**src/cartridge_bank_mapper_unit_defines.svh**
```systemverilog
// Assertion macros for the cartridge bank mapper.
`ifndef CARTRIDGE_BANK_MAPPER_UNIT_DEFINES_SVH
`define CARTRIDGE_BANK_MAPPER_UNIT_DEFINES_SVH
// Property that holds while out of reset.
`define CBM_ASSERT(lbl, clk, rst_n, prop, msg) \
    lbl: assert property (@(posedge clk) disable iff (!rst_n) (prop)) else $error(msg);
// Property checked also during reset.
`define CBM_ASSERT_ALWAYS(lbl, clk, prop, msg) \
    lbl: assert property (@(posedge clk) (prop)) else $error(msg);
`endif

```
**src/cbm_pkg.sv**
```systemverilog
// Shared types and constants for the cartridge bank mapper.
package cbm_pkg;
    localparam int MAX_PRG_BANKS_DEF = 32;
    localparam int MAX_CHR_BANKS_DEF = 32;

    typedef enum logic [1:0] {
        KIND_FIXED  = 2'd0,
        KIND_SERIAL = 2'd1,
        KIND_SELECT = 2'd2,
        KIND_SPARE  = 2'd3
    } t_kind;

    typedef enum logic [1:0] {
        FUNC_WRITE = 2'd0,
        FUNC_PRG   = 2'd1,
        FUNC_CHR   = 2'd2,
        FUNC_NONE  = 2'd3
    } t_func;

    typedef enum logic [1:0] {
        CFG_KIND  = 2'd0,
        CFG_PRG   = 2'd1,
        CFG_CHR   = 2'd2,
        CFG_MIRR  = 2'd3
    } t_cfg_idx;

    // Classified word passed from front to back: bank number to reduce,
    // modulus, and how to build the offset.
    typedef struct packed {
        logic        zero;     // offset is zero
        logic        direct;   // offset is the low bits only, no bank
        logic [7:0]  bank;     // raw bank number
        logic [8:0]  modulus;  // divisor, nonzero
        logic        fix_last; // bank is modulus-1 (no reduction)
        logic        fix_sec;  // bank is modulus-2
        logic [1:0]  shift;    // 0: 1KB, 1: 4KB, 2: 8KB, 3: 16KB units
        logic [13:0] low;      // address bits inside the window
    } t_job;

    typedef struct packed {
        logic [18:0] rom_offset;
        logic [1:0]  mirroring;
        logic        irq_enabled;
        logic [7:0]  irq_latch;
        logic        irq_reload_pending;
    } t_result;
endpackage

```
**src/cbm_fifo.sv**
```systemverilog
// Small two-entry queue of words.
module cbm_fifo #(
    parameter int WIDTH = 8
) (
    input  logic             i_clk,
    input  logic             i_rst_n,
    input  logic             i_push,
    input  logic [WIDTH-1:0] i_data,
    output logic             o_full,
    input  logic             i_pop,
    output logic             o_empty,
    output logic [WIDTH-1:0] o_data
);
    logic [WIDTH-1:0] r_mem [2];
    logic             r_wp, r_rp;
    logic [1:0]       r_cnt;
    logic             do_push, do_pop;

    assign o_full  = (r_cnt == 2'd2);
    assign o_empty = (r_cnt == 2'd0);
    assign o_data  = r_mem[r_rp];
    assign do_push = i_push && !o_full;
    assign do_pop  = i_pop && !o_empty;

    always_ff @(posedge i_clk) begin
        if (do_push) begin
            r_mem[r_wp] <= i_data;
        end
        if (!i_rst_n) begin
            r_wp  <= 1'b0;
            r_rp  <= 1'b0;
            r_cnt <= 2'd0;
        end else begin
            if (do_push) r_wp <= ~r_wp;
            if (do_pop)  r_rp <= ~r_rp;
            r_cnt <= r_cnt + {1'b0, do_push} - {1'b0, do_pop};
        end
    end
endmodule

```
**src/cbm_front.sv**
```systemverilog
// Front end: register state, write handling and address classification.
module cbm_front #(
    parameter int MAX_PRG_BANKS = cbm_pkg::MAX_PRG_BANKS_DEF,
    parameter int MAX_CHR_BANKS = cbm_pkg::MAX_CHR_BANKS_DEF
) (
    input  logic             i_clk,
    input  logic             i_rst_n,
    input  logic             i_cfg_we,
    input  logic [1:0]       i_cfg_idx,
    input  logic [5:0]       i_cfg_data,
    input  logic             i_push,
    input  logic [1:0]       i_func,
    input  logic [15:0]      i_address,
    input  logic [7:0]       i_write_data,
    input  logic             i_q_full,
    output logic             o_q_push,
    output cbm_pkg::t_job    o_job,
    output cbm_pkg::t_result o_stat
);
    import cbm_pkg::*;

    logic [1:0] r_kind;
    logic [5:0] r_prg_cnt, r_chr_cnt;
    logic [4:0] r_shift, r_ctrl, r_chr_lo, r_chr_hi, r_prg;
    logic [2:0] r_scnt;
    logic [7:0] r_sel;
    logic [7:0] r_bank [8];
    logic [7:0] r_irq_val;
    logic       r_irq_rel, r_irq_en;
    logic [1:0] r_mirr;

    logic [6:0] eff_prg, eff_chr;
    logic [4:0] sh_next, sv;
    logic       acc, wr, odd;
    logic [12:0] pa;
    logic [1:0] win;

    assign acc = i_push && !i_q_full;
    assign wr  = acc && (t_func'(i_func) == FUNC_WRITE) && i_address[15];
    assign odd = i_address[0];
    assign sh_next = {i_write_data[0], r_shift[4:1]};
    assign sv = sh_next;
    assign o_q_push = acc;

    always_comb begin
        eff_prg = {1'b0, r_prg_cnt};
        if (r_prg_cnt == 6'd0) eff_prg = 7'd1;
        if ({1'b0, r_prg_cnt} > 7'(MAX_PRG_BANKS)) eff_prg = 7'(MAX_PRG_BANKS);
        eff_chr = {1'b0, r_chr_cnt};
        if ({1'b0, r_chr_cnt} > 7'(MAX_CHR_BANKS)) eff_chr = 7'(MAX_CHR_BANKS);
    end

    always_ff @(posedge i_clk) begin
        if (!i_rst_n) begin
            r_kind <= 2'd0; r_prg_cnt <= 6'd2; r_chr_cnt <= 6'd1;
            r_shift <= 5'h10; r_scnt <= 3'd0; r_ctrl <= 5'h1C;
            r_chr_lo <= 5'd0; r_chr_hi <= 5'd0; r_prg <= 5'd0;
            r_sel <= 8'd0; r_irq_val <= 8'd0; r_irq_rel <= 1'b0;
            r_irq_en <= 1'b0; r_mirr <= 2'd3;
            for (int k = 0; k < 8; k++) r_bank[k] <= 8'd0;
        end else begin
            if (i_cfg_we) begin
                unique case (t_cfg_idx'(i_cfg_idx))
                    CFG_KIND: r_kind <= i_cfg_data[1:0];
                    CFG_PRG:  r_prg_cnt <= i_cfg_data;
                    CFG_CHR:  r_chr_cnt <= i_cfg_data;
                    CFG_MIRR: r_mirr <= i_cfg_data[0] ? 2'd2 : 2'd3;
                    default: ;
                endcase
            end
            if (wr && t_kind'(r_kind) == KIND_SERIAL) begin
                if (i_write_data[7]) begin
                    r_shift <= 5'h10; r_scnt <= 3'd0;
                    r_ctrl <= r_ctrl | 5'h0C;
                end else if (r_scnt < 3'd4) begin
                    r_shift <= sh_next; r_scnt <= r_scnt + 3'd1;
                end else begin
                    r_shift <= 5'h10; r_scnt <= 3'd0;
                    priority if (i_address <= 16'h9FFF) begin
                        r_ctrl <= sv; r_mirr <= sv[1:0];
                    end else if (i_address <= 16'hBFFF) begin
                        r_chr_lo <= sv;
                    end else if (i_address <= 16'hDFFF) begin
                        r_chr_hi <= sv;
                    end else begin
                        r_prg <= sv; r_mirr <= r_ctrl[1:0];
                    end
                end
            end
            if (wr && t_kind'(r_kind) == KIND_SELECT) begin
                priority if (i_address <= 16'h9FFF) begin
                    if (odd) r_bank[r_sel[2:0]] <= i_write_data;
                    else     r_sel <= i_write_data;
                end else if (i_address <= 16'hBFFF) begin
                    if (!odd) r_mirr <= i_write_data[0] ? 2'd3 : 2'd2;
                end else if (i_address <= 16'hDFFF) begin
                    if (odd) r_irq_rel <= 1'b1;
                    else     r_irq_val <= i_write_data;
                end else begin
                    r_irq_en <= odd;
                end
            end
        end
    end

    // Status after this word's write, as the result carries it.
    always_comb begin
        o_stat = '0;
        o_stat.mirroring = r_mirr;
        o_stat.irq_enabled = r_irq_en;
        o_stat.irq_latch = r_irq_val;
        o_stat.irq_reload_pending = r_irq_rel;
        if (wr && t_kind'(r_kind) == KIND_SELECT) begin
            priority if (i_address <= 16'h9FFF) begin
            end else if (i_address <= 16'hBFFF) begin
                if (!odd) o_stat.mirroring = i_write_data[0] ? 2'd3 : 2'd2;
            end else if (i_address <= 16'hDFFF) begin
                if (odd) o_stat.irq_reload_pending = 1'b1;
                else     o_stat.irq_latch = i_write_data;
            end else begin
                o_stat.irq_enabled = odd;
            end
        end
        if (wr && t_kind'(r_kind) == KIND_SERIAL && !i_write_data[7] && r_scnt >= 3'd4) begin
            if (i_address <= 16'h9FFF) o_stat.mirroring = sv[1:0];
            else if (i_address > 16'hDFFF) o_stat.mirroring = r_ctrl[1:0];
        end
    end

    // Classification.
    assign pa  = i_address[12:0];
    assign win = i_address[14:13];
    always_comb begin
        logic [12:0] ca;
        logic [1:0]  smode;
        o_job = '0;
        o_job.modulus = 9'd1;
        ca = pa;
        smode = r_ctrl[3:2];
        unique case (t_func'(i_func))
            FUNC_PRG: begin
                if (!i_address[15]) begin
                    o_job.zero = 1'b1;
                end else if (t_kind'(r_kind) == KIND_SELECT) begin
                    o_job.shift = 2'd2;
                    o_job.low = {1'b0, i_address[12:0]};
                    o_job.modulus = {1'b0, eff_prg, 1'b0};
                    unique case (win)
                        2'd0: if (r_sel[6]) o_job.fix_sec = 1'b1;
                              else o_job.bank = r_bank[6];
                        2'd1: o_job.bank = r_bank[7];
                        2'd2: if (r_sel[6]) o_job.bank = r_bank[6];
                              else o_job.fix_sec = 1'b1;
                        default: o_job.fix_last = 1'b1;
                    endcase
                end else begin
                    o_job.shift = 2'd3;
                    o_job.low = i_address[13:0];
                    o_job.modulus = {2'b0, eff_prg};
                    if (t_kind'(r_kind) == KIND_SERIAL) begin
                        if (smode <= 2'd1)
                            o_job.bank = {4'd0, r_prg[3:1], i_address[14]};
                        else if (smode == 2'd2)
                            o_job.bank = i_address[14] ? {4'd0, r_prg[3:0]} : 8'd0;
                        else if (i_address[14]) o_job.fix_last = 1'b1;
                        else o_job.bank = {4'd0, r_prg[3:0]};
                    end else if (i_address[14]) begin
                        o_job.fix_last = 1'b1;
                    end
                end
            end
            FUNC_CHR: begin
                o_job.low = {1'b0, pa};
                o_job.direct = 1'b1;
                if (eff_chr != 7'd0 && t_kind'(r_kind) == KIND_SERIAL) begin
                    o_job.direct = 1'b0;
                    if (!r_ctrl[4]) begin
                        o_job.shift = 2'd2;
                        o_job.bank = {4'd0, r_chr_lo[4:1]};
                        o_job.modulus = {2'b0, eff_chr};
                    end else begin
                        o_job.shift = 2'd1;
                        o_job.low = {2'b0, pa[11:0]};
                        o_job.bank = {3'd0, pa[12] ? r_chr_hi : r_chr_lo};
                        o_job.modulus = {1'b0, eff_chr, 1'b0};
                    end
                end else if (eff_chr != 7'd0 && t_kind'(r_kind) == KIND_SELECT) begin
                    o_job.direct = 1'b0;
                    o_job.shift = 2'd0;
                    o_job.modulus = {eff_chr, 2'b0} << 1;
                    ca = pa ^ {r_sel[7], 12'd0};
                    if (!ca[12]) begin
                        o_job.low = {3'd0, ca[10:0]};
                        o_job.bank = (ca[11] ? r_bank[1] : r_bank[0]) & 8'hFE;
                    end else begin
                        o_job.low = {4'd0, ca[9:0]};
                        o_job.bank = r_bank[3'd2 + {1'b0, ca[11:10]}];
                    end
                end
            end
            default: o_job.zero = 1'b1;
        endcase
    end
endmodule

```
**src/cbm_back.sv**
```systemverilog
// Back end: bank reduction by repeated subtraction and offset assembly.
module cbm_back (
    input  logic             i_clk,
    input  logic             i_rst_n,
    input  logic             i_q_empty,
    input  cbm_pkg::t_job    i_job,
    input  cbm_pkg::t_result i_stat,
    output logic             o_q_pop,
    input  logic             i_out_full,
    output logic             o_out_push,
    output cbm_pkg::t_result o_res
);
    import cbm_pkg::*;

    // Reduction: the bank is under 256 and the modulus at least 1, so a
    // restoring divider of 8 steps gives the remainder.
    logic       r_busy;
    logic [3:0] r_step;
    logic [8:0] r_rem;
    logic [7:0] r_num;
    t_job       r_job;
    t_result    r_stat;
    logic [8:0] trial;
    logic [8:0] bank;
    logic [18:0] off;

    assign trial = {r_rem[7:0], r_num[7]};
    assign o_q_pop = !r_busy && !i_q_empty;

    always_comb begin
        priority if (r_job.fix_last) bank = r_job.modulus - 9'd1;
        else if (r_job.fix_sec)      bank = r_job.modulus - 9'd2;
        else                         bank = r_rem;
        unique case (r_job.shift)
            2'd0: off = 19'({bank, 10'd0}) + 19'(r_job.low);
            2'd1: off = 19'({bank, 12'd0}) + 19'(r_job.low);
            2'd2: off = 19'({bank, 13'd0}) + 19'(r_job.low);
            default: off = 19'({bank, 14'd0}) + 19'(r_job.low);
        endcase
        if (r_job.direct) off = 19'(r_job.low);
        if (r_job.zero)   off = 19'd0;
    end

    assign o_out_push = r_busy && (r_step == 4'd8) && !i_out_full;
    always_comb begin
        o_res = r_stat;
        o_res.rom_offset = off;
    end

    always_ff @(posedge i_clk) begin
        if (o_q_pop) begin
            r_job  <= i_job;
            r_stat <= i_stat;
            r_num  <= i_job.bank;
            r_rem  <= 9'd0;
        end else if (r_busy && r_step != 4'd8) begin
            r_num <= {r_num[6:0], 1'b0};
            r_rem <= (trial >= r_job.modulus) ? trial - r_job.modulus : trial;
        end
        if (!i_rst_n) begin
            r_busy <= 1'b0;
            r_step <= 4'd0;
        end else if (o_q_pop) begin
            r_busy <= 1'b1;
            r_step <= 4'd0;
        end else if (r_busy) begin
            if (r_step != 4'd8) r_step <= r_step + 4'd1;
            else if (o_out_push) r_busy <= 1'b0;
        end
    end
endmodule

```
**src/cartridge_bank_mapper_unit.sv**
```systemverilog
// An accepted word is reduced by the 8-step restoring remainder unit, which
// takes the next word only after pushing its result into the output queue.
// Two-entry queues sit between front and back and at the output.
// Reset (synchronous, active low) restores all bank, IRQ and config state.
// Configuration takes effect at once; write only while idle.
// Top level of the cartridge bank mapper.
`include "cartridge_bank_mapper_unit_defines.svh"
module cartridge_bank_mapper_unit #(
    parameter int MAX_PRG_BANKS = cbm_pkg::MAX_PRG_BANKS_DEF,
    parameter int MAX_CHR_BANKS = cbm_pkg::MAX_CHR_BANKS_DEF
) (
    input  logic        i_clk,
    input  logic        i_rst_n,
    input  logic        i_cfg_we,
    input  logic [1:0]  i_cfg_idx,
    input  logic [5:0]  i_cfg_data,
    input  logic        push,
    output logic        full,
    input  logic [1:0]  i_func,
    input  logic [15:0] i_address,
    input  logic [7:0]  i_write_data,
    output logic        empty,
    input  logic        pop,
    output logic [18:0] o_rom_offset,
    output logic [1:0]  o_mirroring,
    output logic        o_irq_enabled,
    output logic [7:0]  o_irq_latch,
    output logic        o_irq_reload_pending
);
    import cbm_pkg::*;

    logic    q_push, q_full, q_pop, q_empty, out_push, out_full;
    t_job    f_job, q_job;
    t_result f_stat, q_stat, b_res, out_res;

    cbm_front #(.MAX_PRG_BANKS(MAX_PRG_BANKS), .MAX_CHR_BANKS(MAX_CHR_BANKS)) u_front (
        .i_clk, .i_rst_n, .i_cfg_we, .i_cfg_idx, .i_cfg_data,
        .i_push(push), .i_func, .i_address, .i_write_data,
        .i_q_full(q_full), .o_q_push(q_push), .o_job(f_job), .o_stat(f_stat)
    );

    cbm_fifo #(.WIDTH($bits(t_job) + $bits(t_result))) u_jobq (
        .i_clk, .i_rst_n, .i_push(q_push), .i_data({f_job, f_stat}),
        .o_full(q_full), .i_pop(q_pop), .o_empty(q_empty), .o_data({q_job, q_stat})
    );

    cbm_back u_back (
        .i_clk, .i_rst_n, .i_q_empty(q_empty), .i_job(q_job), .i_stat(q_stat),
        .o_q_pop(q_pop), .i_out_full(out_full), .o_out_push(out_push), .o_res(b_res)
    );

    cbm_fifo #(.WIDTH($bits(t_result))) u_outq (
        .i_clk, .i_rst_n, .i_push(out_push), .i_data(b_res),
        .o_full(out_full), .i_pop(pop), .o_empty(empty), .o_data(out_res)
    );

    assign full = q_full;
    assign o_rom_offset = out_res.rom_offset;
    assign o_mirroring = out_res.mirroring;
    assign o_irq_enabled = out_res.irq_enabled;
    assign o_irq_latch = out_res.irq_latch;
    assign o_irq_reload_pending = out_res.irq_reload_pending;

    `CBM_ASSERT(a_no_push_full, i_clk, i_rst_n, q_full |-> !q_push, "push into full job queue")
    `CBM_ASSERT(a_out_ok, i_clk, i_rst_n, out_push |-> !out_full, "result lost at full output queue")
    `CBM_ASSERT_ALWAYS(a_rst_empty, i_clk, !i_rst_n |=> empty, "output queue not empty after reset")
endmodule
```
**config.mk**
```make
export PLATFORM = sky130hd
export DESIGN_NAME = cartridge_bank_mapper_unit
export DESIGN_NICKNAME = d
export VERILOG_FILES = /design/src/cbm_pkg.sv /design/src/cbm_fifo.sv /design/src/cbm_front.sv /design/src/cbm_back.sv /design/src/cartridge_bank_mapper_unit.sv
export VERILOG_INCLUDE_DIRS = /design/src /design/src/src
export SDC_FILE = /design/constraint.sdc
export NUM_CORES = 1
export LEC_CHECK = 0
export BUFFER_PORTS_ARGS = -buffer_cell sky130_fd_sc_hd__buf_2
export CAP_MARGIN = 25
export CORE_ASPECT_RATIO = 1.75
export CORE_UTILIZATION = 60
export DETAILED_ROUTE_END_ITERATION = 12
export HOLD_SLACK_MARGIN = 0.02
export PLACE_DENSITY_LB_ADDON = 0.2
export SLEW_MARGIN = 20
export SYNTH_ARGS = -nofsm -noshare
export SYNTH_HDL_FRONTEND = slang
export SYNTH_SLANG_ARGS = --single-unit
```
**constraint.sdc**
```tcl
create_clock -name i_clk -period 4.7 [get_ports i_clk]
set_input_delay 0.705 -clock i_clk [delete_from_list [all_inputs] [get_ports i_clk]]
set_output_delay 0.705 -clock i_clk [all_outputs]
set_load 0.01 [all_outputs]
```
==> results of run 1 <==
## how the worst max path moves through the flow
stage	to	cells past startpoint	slack, ps	start
after CTS	u_outq.r_mem[1][28]$_DFFE_PP_	9	1080	u_back.r_job[17]$_DFFE_PP_
after floorplan	u_jobq.r_mem[0][0]$_DFFE_PP_	2	1360	push
after global placement	u_outq.r_mem[0][28]$_DFFE_PP_	9	1210	u_back.r_job[17]$_DFFE_PP_
after global routing	u_outq.r_mem[1][28]$_DFFE_PP_	9	960	u_back.r_job[17]$_DFFE_PP_
after detailed placement	u_outq.r_mem[0][28]$_DFFE_PP_	9	1090	u_back.r_job[17]$_DFFE_PP_
final	u_outq.r_mem[1][28]$_DFFE_PP_	9	1050	u_back.r_job[17]$_DFFE_PP_
## critical path: cells and delay by family, from the launching register on
family	cells	cell delay (ps)
buffers and inverters	2	220
and+or+nand+nor	1	420
DFF	1	790
AOI/OAI and AO/OA	3	940
adders and majority gates	2	720
muxes	1	320
## through the flow
step           hold slack (ps)  setup WS, ps  instances  power (mW)
6_report                   397          1050       1699        9.09
5_1_grt                    390           956       1699        9.53
4_1_cts                    385          1080       1697        9.14
3_5_place_dp               441          1090       1641        6.66
3_3_place_gp               422          1210       1640        6.60
2_1_floorplan              421          1360       1291        6.02
## cells by family (layout without fill, tap and decap cells)
kind of cell,count (synthesis),after routing,share of synthesized area
multiplexers,162,162,0.113
AO/OA/AOI/OAI,191,191,0.0765
XOR/XNOR,34,34,0.0183
buffers and inverters,103,187,0.0261
flip-flops,352,352,0.601
adder cells (fa/ha/maj),33,33,0.0268
AND/OR/NAND/NOR,416,416,0.139
## per-layer routing
metal | vias to the layer above | GRT usage
met2 | 259 | 0.503
met4 | 0 | 0.109
met3 | 78 | 0.0265
met1 | 4851 | 0.251
li1 | 4827 | -
met5 | - | 0
## power breakdown
group | switching [mW] | internal, mW | total [mW]
combinational | 1.36 | 0.996 | 2.36
sequential | 0.334 | 3.91 | 4.24
clock | 1.11 | 1.38 | 2.49
## final cells by class
class,instances,area [sq um],share of cell area
clock inverter,17,179,0.0100
tap,324,405,0.0227
sequential,352,9760,0.546
inverter,46,173,0.00965
clock buffer,39,836,0.0467
multi-input combinational,836,6080,0.340
timing repair buffer,85,455,0.0255
## sequential cells by signal, summed over array words and instances, names as in the netlist, 2 cells and up, named ones only
register	count
u_jobq.r_mem	98
u_front.r_bank	62
u_outq.r_mem	62
u_back.r_job	29
u_back.o_res	12
u_back.r_rem	9
u_back.r_num	8
u_front.r_irq_val	8
u_front.r_chr_cnt	6
u_front.r_prg_cnt	6
u_front.r_chr_hi	5
u_front.r_chr_lo	5
u_front.r_ctrl	5
u_front.r_sel	5
u_back.r_step	4
u_front.r_prg	4
u_front.r_shift	4
u_front.r_scnt	3
u_front.r_kind	2
u_front.r_mirr	2
u_jobq.r_cnt	2
u_outq.r_cnt	2
## cells in the final DEF, fill, tap and decap left out, types with 4 or more instances in the layout
cell type	netlist	routed
a21boi_0	9	9
a21o_1	9	9
a21oi_1	43	42
a22oi_1	4	4
a31oi_1	9	9
a32oi_1	7	7
and2_1	103	103
buf_2	6	72
buf_4	2	12
clkbuf_1	36	5
clkbuf_16	0	31
clkinv_2	0	6
clkinvlp_4	0	5
dfxtp_1	81	80
edfxtp_1	271	271
ha_1	30	30
inv_1	45	44
mux2_2	84	84
mux2i_1	68	68
mux4_2	9	9
nand2_1	89	89
nand2b_1	8	8
nand3_1	22	22
nand3b_1	5	5
nand4_1	8	8
nor2_1	69	67
nor2_2	3	4
nor2b_1	59	59
nor3_1	14	14
nor3b_1	7	7
nor3b_2	4	4
nor4_1	6	6
o211ai_1	8	8
o21a_1	4	4
o21ai_0	48	43
o21ai_1	3	8
o22ai_1	10	10
xnor2_1	27	27
xor2_1	7	7
==> impl_metrics.env, run 1 <==
export IMPL_portBuffers=71
export IMPL_detail_route_wl_per_cell_um=19.9
export IMPL_initial_utilization=0.611
export IMPL_core_sq_um=26600
export IMPL_postCtsSetupBuffers=0
export IMPL_dp_final_hpwl_um=24400
export IMPL_n_antenna_cell=0
export IMPL_period_share=0.777
export IMPL_vias_per_cell=5.89
export IMPL_synth_area_sq_um=16300
export IMPL_yosys_warnings=0
export IMPL_syn_inst=1291
export IMPL_insertion_delay_ps=580
export IMPL_synth_area_top_cells="edfxtp_1 (50%), dfxtp_1 (10%), mux2_2 (5.8%)"
export IMPL_setup_tns_ps=0
export IMPL_worstPathRequired_ps=5020
export IMPL_via_count=10015
export IMPL_grt_pass1_vias=10118
export IMPL_wl_met3_um=1160
export IMPL_drt_total_wl_um=33800
export IMPL_syn_area_per_cell_sq_um=12.6
export IMPL_period_needed_ps=3650
export IMPL_arrival_ps=3970
export IMPL_drt_iter0_drc=659
export IMPL_slew_violations=0
export IMPL_synth_top_cells_by_count="edfxtp_1 (271), and2_1 (103), nand2_1 (89), mux2_2 (84), dfxtp_1 (81)"
export IMPL_r2r_cells=9
export IMPL_htreeDepth=1
export IMPL_worstHoldStart="i_cfg_data[1]"
export IMPL_synthFlopType="edfxtp_1"
export IMPL_ys_seq_elements=352
export IMPL_worstSetupEndpointType="register"
export IMPL_rrSetupSlack_ps=1050
export IMPL_tightest_slew_ps=1050
export IMPL_critPathMaxStageDelay_ps=790
export IMPL_drv_cap=0
export IMPL_async_flop_share=0
export IMPL_drive_gt1_frac=0.185
export IMPL_met2_length_um=19400
export IMPL_p_per_area_nw_per_um2=508
export IMPL_dpl_cell_area_sq_um=16900
export IMPL_top_layer="met4"
export IMPL_hold_violations=0
export IMPL_yosysTopAreaCellShare=0.501
export IMPL_drtAntennaViolNets=0
export IMPL_synth_edf_count=271
export IMPL_rows=79
export IMPL_setup_violations=0
export IMPL_peakVddDrop_uv=386
export IMPL_cts_tree="yes"
export IMPL_wl_met1_um=12000
export IMPL_max_freq_ghz=0.274
export IMPL_fillers=1947
export IMPL_dieHeight_um=220
export IMPL_synth_fp_nets=1363
export IMPL_fin_util=0.673
export IMPL_numCtsBuffers=30
export IMPL_route_detailed_drc=0
export IMPL_path_max_fanout=20
export IMPL_cpMostUsedCell="inv_1"
export IMPL_yosysUniqueCellTypes=76
export IMPL_grt_start_max_net_pins=78
export IMPL_area_growth_syn_to_layout_pct=10.1
export IMPL_power_leakage_nw=6.50
export IMPL_dieArea_sq_um=27800
export IMPL_cts_hold_buf=0
export IMPL_die_w_um=126
export IMPL_min_path_cells=3
export IMPL_reg2reg_to="u_outq.r_mem[1][28]$_DFFE_PP_"
export IMPL_worstHoldPathType="in -> reg"
export IMPL_clock_sinks=352
export IMPL_finish_instance_area_sq_um=17900
export IMPL_place_congestion=0.905
export IMPL_globalRouteTotalUtil=0.249
export IMPL_synth_most_common_cell="edfxtp_1"
export IMPL_gr_total_overflow=0
export IMPL_critPathSlowestCell="edfxtp_1"
export IMPL_clk_pin_slew_worst_paths_ps=70
export IMPL_synth_seq_area_share=0.601
export IMPL_io_pins=72
export IMPL_dr_pass1_iters=7
export IMPL_cts_resized=0
export IMPL_nets=1423
export IMPL_worstPathCellList="inv_1, o21ai_0, ha_1, inv_1, fa_1, or3_4, mux2_1, a22oi_1, a21boi_1"
export IMPL_startpoint_type="register"
export IMPL_slew_headroom=0.296
export IMPL_status="finished clean"
export IMPL_worstSetupPathType="reg -> reg"
export IMPL_grt_setup_unrepaired="false"
export IMPL_rr_startpoint="u_back.r_job[17]$_DFFE_PP_"
export IMPL_hold_end="u_front.r_prg_cnt[1]$_SDFFE_PN1P_"
export IMPL_clock_skew_ps=9.97
export IMPL_synth_largest_area_cell="edfxtp_1"
export IMPL_grt_pass1_wl_um=52800
export IMPL_clockBufferDepth=3
export IMPL_clockRootBuffer="clkbuf_16"
export IMPL_grt_antenna_before_repair=0
Power figures use the tool's default switching activity.
==> run 2: changes to the inputs <==
--- a/config.mk
+++ b/config.mk
@@ -9,7 +9,7 @@
 export BUFFER_PORTS_ARGS = -buffer_cell sky130_fd_sc_hd__buf_2
 export CAP_MARGIN = 25
 export CORE_ASPECT_RATIO = 1.75
-export CORE_UTILIZATION = 60
+export CORE_UTILIZATION = 56
 export DETAILED_ROUTE_END_ITERATION = 12
 export HOLD_SLACK_MARGIN = 0.02
 export PLACE_DENSITY_LB_ADDON = 0.2
==> constraint.sdc (replaced) <==
create_clock -name i_clk -period 3 [get_ports i_clk]
set_input_delay 0.45 -clock i_clk [delete_from_list [all_inputs] [get_ports i_clk]]
set_output_delay 0.45 -clock i_clk [all_outputs]
set_load 0.01 [all_outputs]
==> run 2 against run 1 <==
- sequential share of layout area decreased by 1.3 points
- hold slack worse by 250 ps
- global-route usage decreased by 1.6 points
- first-iteration DRC count fell by 13%
- core utilization shrank 3.2 points
- count of clock-buffer cells in the layout down 3
- via count increased by 0.85%
==> impl_metrics.env, run 2 (synthesis results as in run 1) <==
export IMPL_status="finished clean"
export IMPL_largestRegisters="u_jobq.r_mem (98), u_front.r_bank (62), u_outq.r_mem (62)"
export IMPL_dr_pass1_iters=5
export IMPL_p_switching_mw=4.49
export IMPL_portBuffers=71
export IMPL_tightest_slew_ps=926
export IMPL_period_needed_ps=2890
export IMPL_largest_reg_flops=98
export IMPL_pre_cts_ws_ps=-22.0
export IMPL_htreeDepth=1
export IMPL_drtAntennaViolNets=0
export IMPL_grt_antenna_before_repair=0
export IMPL_max_freq_ghz=0.346
export IMPL_multi_input_area_sq_um=6130
export IMPL_dpl_cell_count=1734
export IMPL_vias_per_cell=5.61
export IMPL_grt_start_max_net_pins=78
export IMPL_dieArea_sq_um=29700
export IMPL_fillers=2192
export IMPL_worstSetupEndpointType="register"
export IMPL_period_share=0.963
export IMPL_drt_total_wl_um=33600
export IMPL_die_w_um=131
export IMPL_place_congestion=0.963
export IMPL_grt_setup_unrepaired="false"
export IMPL_slew_violations=0
export IMPL_p_per_area_nw_per_um2=791
export IMPL_internal_power_mw=10.0
export IMPL_grt_pass1_vias=10121
export IMPL_seqCellArea_sq_um=9760
export IMPL_peakVddDrop_uv=601
export IMPL_clockBufferDepth=3
export IMPL_fin_cells=1799
export IMPL_clkPwrFrac=0.258
export IMPL_globalRouteTotalUtil=0.233
export IMPL_worstSetupPathType="reg -> reg"
export IMPL_dieHeight_um=227
export IMPL_io_pins=72
export IMPL_arrival_ps=3220
export IMPL_via_count=10100
export IMPL_n_antenna_cell=0
export IMPL_clock_skew_ps=13.3
export IMPL_nets=1468
export IMPL_rows=82
export IMPL_hold_violations=0
export IMPL_final_cell_mix="edfxtp_1 (271), and2_1 (102), nand2_1 (89), mux2_2 (84), dfxtp_1 (80)"
export IMPL_clk_pin_slew_worst_paths_ps=70
export IMPL_insertion_delay_ps=580
export IMPL_rrSetupSlack_ps=110
export IMPL_clock_sinks=352
export IMPL_setup_violations=0
export IMPL_route_detailed_drc=0
export IMPL_worstPathRequired_ps=3330
export IMPL_gr_total_overflow=0
export IMPL_grt_pass1_wl_um=52600
export IMPL_power_leakage_nw=6.72
export IMPL_initial_utilization=0.568
export IMPL_cts_tree="yes"
export IMPL_seqPwrFrac=0.455
export IMPL_numCtsBuffers=31
export IMPL_slew_headroom=0.383
export IMPL_drt_iter0_drc=573
export IMPL_core_sq_um=28600
export IMPL_worstHoldPathType="in -> reg"
export IMPL_power_mw=14.5
export IMPL_startpoint_type="register"
export IMPL_final_common_cell="edfxtp_1"
export IMPL_detail_route_wl_per_cell_um=18.7
export IMPL_regMostFlops="u_jobq.r_mem"
export IMPL_area_growth_syn_to_layout_pct=12.8
export IMPL_path_max_fanout=5
export IMPL_drv_cap=0
export IMPL_swShare=0.310
export IMPL_dp_final_hpwl_um=24400
export IMPL_drive_gt1_frac=0.215
export IMPL_pwr_share_comb=0.287
export IMPL_layout_setup_ws_ps=111
export IMPL_cts_hold_buf=0
export IMPL_clockRootBuffer="clkbuf_16"
## run 2: cell types whose count changed in the layout (fill, tap and decap cells not counted), moves of 2 or more
cell	before	now
inv_2	0	3
o21ai_0	43	46
clkinv_1	3	10
clkbuf_8	3	1
o21ai_1	8	4
buf_4	12	52
clkinvlp_4	5	0
buf_12	0	4
ha_2	0	3
ha_1	30	26
inv_1	44	41
clkinv_2	6	9
buf_6	0	2
## run 2: cell type report
cell class / count / area share
inverters: 46 / 0.00942
flip-flops and latches: 352 / 0.532
clock inverters: 22 / 0.00805
repair buffers: 129 / 0.0463
clock buffers: 36 / 0.0439
multi-input cells: 836 / 0.334
well taps: 378 / 0.0258
## run 2: stage by stage
stage | cell area (sq um) | hold slack, ps | util | TNS [ps]
after floorplan | 16300 | 421 | - | 0
final | 18300 | 143 | 0.641 | 0
after global routing | 18300 | 132 | 0.641 | 0
after CTS | 18200 | 119 | 0.637 | 0
after detailed placement | 17300 | 431 | 0.603 | -44.0
after global placement | 17300 | 422 | 0.603 | 0
## run 2: per-layer routing
layer / track usage / vias up / part of all wire
met5: 0 / - / 0
met4: 0.109 / 0 / 0.042
met2: 0.451 / 259 / 0.57
li1: - / 4917 / -
met3: 0.0251 / 83 / 0.039
met1: 0.244 / 4841 / 0.35
## run 2: worst max-delay path, stage by stage (launching register included)
cell	delay, ps
edfxtp_1	360
inv_2	70
ha_2	310
nand2b_4	120
o31ai_4	100
buf_6	140
fa_1	400
a21o_1	180
a21o_1	210
xnor2_1	130
mux4_2	450
and2_1	170
## run 2: what timing repair did
item / CTS / global route
hold endpoints to repair: 0 / 0
pin swaps: 0 / 3
endpoints found under the setup margin: 4 / 10
gates resized for setup: 1 / 15
buffers inserted: 0 / 7
## run 2: path summary, 6_finish.rpt
kind / from / cells past startpoint / end
max: u_back.r_job[19]$_DFFE_PP_ / 11 / u_outq.r_mem[0][26]$_DFFE_PP_
min: i_cfg_data[0] / 3 / u_front.r_kind[0]$_SDFFE_PN0P_
max reg2reg: u_back.r_job[19]$_DFFE_PP_ / 11 / u_outq.r_mem[0][26]$_DFFE_PP_
min reg2reg: u_back.o_res[11]$_DFFE_PP_ / 0 / u_outq.r_mem[1][11]$_DFFE_PP_
## run 2: power by group through the flow
stage,sequential [mW],combinational (mW),clock (mW)
floorplan,6.46,2.98,0
global placement,6.68,3.94,0
detailed placement,6.70,4.00,0
CTS,6.60,4.03,3.83
global route,6.67,4.59,3.99
finish,6.60,4.17,3.73
